## config.mk

```make
export PLATFORM = sky130hd
export DESIGN_NAME = sbs_front
export DESIGN_NICKNAME = d
export VERILOG_FILES = /design/src/rtl/sbs_pkg.sv /design/src/rtl/sbs_front.sv
export SDC_FILE = /design/constraint.sdc
export NUM_CORES = 1
export LEC_CHECK = 0
export BUFFER_PORTS_ARGS = -buffer_cell sky130_fd_sc_hd__buf_2
export CORE_ASPECT_RATIO = 1.4
export CORE_MARGIN = 1
export CORE_UTILIZATION = 43
export DETAILED_ROUTE_END_ITERATION = 10
export PLACE_DENSITY = 0.67
export SLEW_MARGIN = 10
export SYNTH_ARGS = -nofsm -noshare
export SYNTH_HDL_FRONTEND = slang
export SYNTH_SLANG_ARGS = --single-unit
```

## constraint.sdc

```tcl
create_clock -name clk -period 14.1 [get_ports clk]
set_clock_uncertainty 0.2 [all_clocks]
set_input_delay 2.82 -clock clk [delete_from_list [all_inputs] [get_ports clk]]
set_output_delay 2.82 -clock clk [all_outputs]
set_load 0.05 [all_outputs]
```

## src/rtl/sbs_pkg.sv

```systemverilog
// shared constants, types and codes for the stripe bucket sort block
`timescale 1ns / 1ps
package sbs_pkg;

  localparam int MAX_ENTRIES = 256;
  localparam int MAX_STRIPES = 32;

  localparam int COORD_W   = 32;
  localparam int TAG_W     = 8;
  localparam int SCNT_W    = 6;
  localparam int CFG_IDX_W = 2;

  localparam int ADDR_W   = $clog2(MAX_ENTRIES);
  localparam int CNT_W    = $clog2(MAX_ENTRIES + 1);
  localparam int STRIPE_W = (MAX_STRIPES > 1) ? $clog2(MAX_STRIPES) : 1;
  localparam int SEC_W    = $clog2(MAX_STRIPES + 1);
  localparam int DIFF_W   = COORD_W + 1;
  localparam int NUM_W    = DIFF_W + SEC_W;
  localparam int KEY_W    = STRIPE_W + COORD_W + ADDR_W;
  localparam int DIV_STEP_W = $clog2(STRIPE_W + 1);

  localparam int FQ_DEPTH = 2;
  localparam int FQ_PTR_W = $clog2(FQ_DEPTH);
  localparam int FQ_CNT_W = $clog2(FQ_DEPTH + 1);

  localparam logic [COORD_W-1:0] LOWER_Y_RST      = COORD_W'(0);
  localparam logic [COORD_W-1:0] UPPER_Y_RST      = COORD_W'(256000);
  localparam logic [SCNT_W-1:0]  STRIPE_COUNT_RST = SCNT_W'(20);

  typedef enum logic [CFG_IDX_W-1:0] {
    REG_LOWER_Y      = 2'd0,
    REG_UPPER_Y      = 2'd1,
    REG_STRIPE_COUNT = 2'd2
  } cfg_reg_t;

  typedef enum logic {
    OP_LOAD = 1'b0,
    OP_EMIT = 1'b1
  } op_t;

  typedef struct packed {
    op_t                op;
    logic [COORD_W-1:0] x;
    logic [COORD_W-1:0] y;
    logic [TAG_W-1:0]   tag;
    logic               clear;
  } cmd_t;

  typedef struct packed {
    logic [TAG_W-1:0]    tag;
    logic [STRIPE_W-1:0] stripe;
    logic [SEC_W-1:0]    sections;
    logic                is_last;
    logic                is_empty;
  } res_t;

  typedef struct packed {
    logic [COORD_W-1:0] lower_y;
    logic [COORD_W-1:0] upper_y;
    logic [SCNT_W-1:0]  stripe_count;
  } cfg_t;

endpackage

```

## src/rtl/sbs_front.sv

```systemverilog
// front end: accepts words, decodes them and queues commands for the engine
`timescale 1ns / 1ps
module sbs_front import sbs_pkg::*; (
  input  logic               clk,
  input  logic               rst_n,
  input  logic               in_push,
  output logic               in_full,
  input  logic               in_operation,
  input  logic [COORD_W-1:0] in_center_x,
  input  logic [COORD_W-1:0] in_center_y,
  input  logic [TAG_W-1:0]   in_entry_tag,
  input  logic               in_clear_store,
  output logic               cmd_valid,
  output cmd_t               cmd,
  input  logic               cmd_take
);

  cmd_t                q_r [FQ_DEPTH];
  logic [FQ_PTR_W-1:0] wr_ptr_r, rd_ptr_r;
  logic [FQ_CNT_W-1:0] cnt_r, cnt_nxt;
  logic                push, pop;
  cmd_t                decoded;

  assign in_full   = (cnt_r == FQ_CNT_W'(FQ_DEPTH));
  assign cmd_valid = (cnt_r != '0);
  assign cmd       = q_r[rd_ptr_r];
  assign push      = in_push && !in_full;
  assign pop       = cmd_take && cmd_valid;

  always_comb begin
    decoded.op    = op_t'(in_operation);
    decoded.x     = in_center_x;
    decoded.y     = in_center_y;
    decoded.tag   = in_entry_tag;
    decoded.clear = in_clear_store && (in_operation == OP_LOAD);
  end

  always_comb begin
    cnt_nxt = cnt_r;
    if (push && !pop) begin
      cnt_nxt = cnt_r + FQ_CNT_W'(1);
    end else if (pop && !push) begin
      cnt_nxt = cnt_r - FQ_CNT_W'(1);
    end
  end

  always_ff @(posedge clk) begin
    if (!rst_n) begin
      wr_ptr_r <= '0;
      rd_ptr_r <= '0;
      cnt_r    <= '0;
    end else begin
      cnt_r <= cnt_nxt;
      if (push) begin
        wr_ptr_r <= wr_ptr_r + FQ_PTR_W'(1);
      end
      if (pop) begin
        rd_ptr_r <= rd_ptr_r + FQ_PTR_W'(1);
      end
    end
  end

  always_ff @(posedge clk) begin
    if (push) begin
      q_r[wr_ptr_r] <= decoded;
    end
  end

endmodule

```

==> results.py <==
metrics = {
    "worst_hold_path": {
        "min-delay-start": "cnt_r[1]",
        "hold_path.class": "register to register",
    },
    "logic_synthesis": {
        "postSynthAreaPerCell_sq_um": 21.88,
        "synth-async-reset-ratio_pct": 0,
        "yosys_warnings": 0,
        "synth_area_leaders": "edfxtp_1 79%, mux2_1 12%, mux2_2 2.8%, dfxtp_1 1.8%, buf_6 1.2%",
        "ys_ff_latch": 153,
        "synthDistinctLibCells": 25,
        "ys.flop_type": "edfxtp_1",
        "synth_common_cells": "148 x edfxtp_1, 60 x mux2_1, 14 x mux2_2",
        "synth_edf_count": 148,
        "yosys.area.top_type": "edfxtp_1",
        "syn_area_sq_um": 5600,
        "synth.net_count": 335,
        "synth_top_area_share_pct": 79.36,
        "yosysSeqAreaShare_pct": 81.14,
        "synth.most_common_cell": "edfxtp_1",
        "syn_inst": 256,
    },
    "route": {
        "avgViaCountPerCell": 4.908,
        "routedWlPerCell_microns": 16.78,
        "num_vias": 2886,
        "ant_nets": 0,
        "drc": 16,
        "first_pass_iters": 7,
        "routed_wl_microns": 9869,
        "drtIter0Drc": 90,
    },
    "clocking": {
        "cts_buffer_depth": 2,
        "numCtsBuffers": 17,
        "cts.sinks": 153,
        "cts_root_buffer": "clkbuf_16",
        "cts_resized": 0,
        "cts_hold_buffers": 0,
        "cts_tree": "yes",
        "htree_levels": 4,
        "post_cts_buffers": 0,
        "cts.clk_slew.worst_paths_ps": 60,
        "clock_latency_ps": 410,
    },
    "global_routing": {
        "grt_start_max_net_pins": 75,
        "grt_pass1_vias": 2952,
        "grt_pass1_wl_microns": 14410,
        "grt_overflow": 0,
        "gr-usage-all-layers_pct": 14.87,
        "antenna_found_initial": 2,
    },
    "setup_path": {
        "timing.rr.start": "cnt_r[0]",
        "cp-start-kind": "register",
        "crit_path_end_kind": "primary output",
        "crit_type": "register to primary output",
        "crit_required_ps": 11080,
        "worstPathMaxFanout": 74,
        "cp.arrival_ps": 2110,
    },
    "outcome": {
        "violations": "DRC",
        "outcome": "finished with violations",
    },
    "power": {
        "leakagePower_nw": 2.650,
        "vdd_ir_drop_max_uv": 111.8,
        "powerDensity_nw_per_um2": 215.2,
    },
    "timing": {
        "tns_ps": 0,
        "min_period_ps": 5129,
        "max_freq_mhz": 195.0,
        "finalCritPeriodShare_pct": 36.38,
        "finalSetupViolCount": 0,
        "slew_viol_final": 0,
        "grt_setup_unrepaired": "false",
        "max-slew-margin-rel_pct": 29.90,
        "worst_slew_pin_slew_ps": 1051,
        "hold_viol": 0,
        "hold_slack_ps": 349.9,
    },
    "placement": {
        "io_buffers": 153,
        "gp_congestion": 0.6808,
        "postPlaceCellArea_sq_um": 6500,
        "hpwlAfterDp_microns": 6189,
    },
    "floorplanning": {
        "dieHeight_microns": 137.0,
        "core_sq_um": 12750,
        "num_io_pins": 154,
        "fp.dieW_microns": 98.45,
        "initial_utilization_pct": 43.92,
        "num_rows": 49,
        "die_area_sq_um": 13490,
    },
    "layout": {
        "finalInstanceArea_sq_um": 7066,
        "nets": 500,
        "nFillCells": 1025,
        "layout-drive-gt1-share_pct": 46.31,
        "area_growth_syn_to_layout_pct": 26.16,
        "multi_input_area_sq_um": 979.7,
        "register_area_sq_um": 4548,
    },
    "flow_run": {
        "cap_violations": 0,
    },
}
[cells in the final DEF (no fill, tap or decap)]
master      instances
xnor2_1             2
and2_1              3
o21a_1              1
xor2_1              1
dfxtp_1             4
clkbuf_1            3
or2_2               1
edfxtp_1          148
mux2_1             60
nand2b_1            1
or3_1               1
clkinv_4            1
dfxtp_4             1
o21ai_1             1
inv_6               1
buf_2             153
nor2b_1             1
mux2_2             14
and3_4              1
a21boi_0            1
clkbuf_16          17
nor2_1              1
buf_4               1
diode_2             1
a21boi_1            1
bufinv_16           2
nor3_4              1
ha_1                1
clkinvlp_4          4
clkinv_1            1
o21ai_0             1
inv_1               1
inv_2               1
clkinv_2            3
[final timing paths]
kind                     end  slack, ps  cells after the start
hold reg to reg     cnt_r[1]        350                      2
setup / recovery     cmd[58]       8970                      2
setup reg to reg  q_r[0][72]      11510                      4
hold / removal      cnt_r[1]        350                      2
[routing by layer]
metal / vias to the layer above / part of all wire [%] / GRT usage [%]
met3: 16 / 5.5 / 5.107
met5: - / 0.13 / 0
li1: 1346 / - / -
met1: 1428 / 35 / 14.26
met2: 94 / 57 / 28.21
met4: 2 / 1.8 / 7.131
[power breakdown]
group | internal (mW) | switching, mW
Clock | 0.259 | 0.170
Combinational | 0.123 | 0.350
Sequential | 0.573 | 0.0446
[kinds of logic (layout without fill, tap and decap cells)]
family                   Yosys count  after routing  share of synthesized area (%)
flip-flops                       153            153                          81.14
multiplexers                      74             74                          14.88
AND/OR/NAND/NOR                   10             10                          1.140
buffers and inverters             10            188                          1.564
AO/OA/AOI/OAI                      5              5                         0.5809
XOR/XNOR                           3              3                         0.4693
adder cells (fa/ha/maj)            1              1                         0.2234
other                              0              1                              0
[area by class of cell]
| class | count | area share (%) |
|---|---|---|
| Inverter | 2 | 0.1063 |
| Clock inverter | 12 | 1.789 |
| Tap cell | 153 | 2.709 |
| Clock buffer | 20 | 6.180 |
| Antenna cell | 1 | 0.03542 |
| Sequential cell | 153 | 64.37 |
| Multi-Input combinational cell | 93 | 13.87 |
| Timing Repair Buffer | 154 | 10.94 |
[state kept, by name, summed over array words and instances (netlist names), named ones only]
name      flops
cnt_r         2
q_r         148
rd_ptr_r      1
wr_ptr_r      1
[critical path, cell delays in order, from the launching register on]
cell and delay (ps):
dfxtp_4 1010, mux2_2 420, buf_2 220
[through the flow]
| stage | total power [mW] | instances | setup slack (ps) | util, % |
|---|---|---|---|---|
| 2_1_floorplan | 1.005 | 256 | 7618 | - |
| 3_3_place_gp | 1.100 | 555 | 9132 | 50.97 |
| 3_5_place_dp | 1.107 | 555 | 9075 | 50.97 |
| 4_1_cts | 1.537 | 587 | 8916 | 55.39 |
| 5_1_grt | 1.576 | 587 | 8847 | 55.39 |
| 6_report | 1.520 | 588 | 8971 | 55.41 |
(Power assumes the default switching activity.)
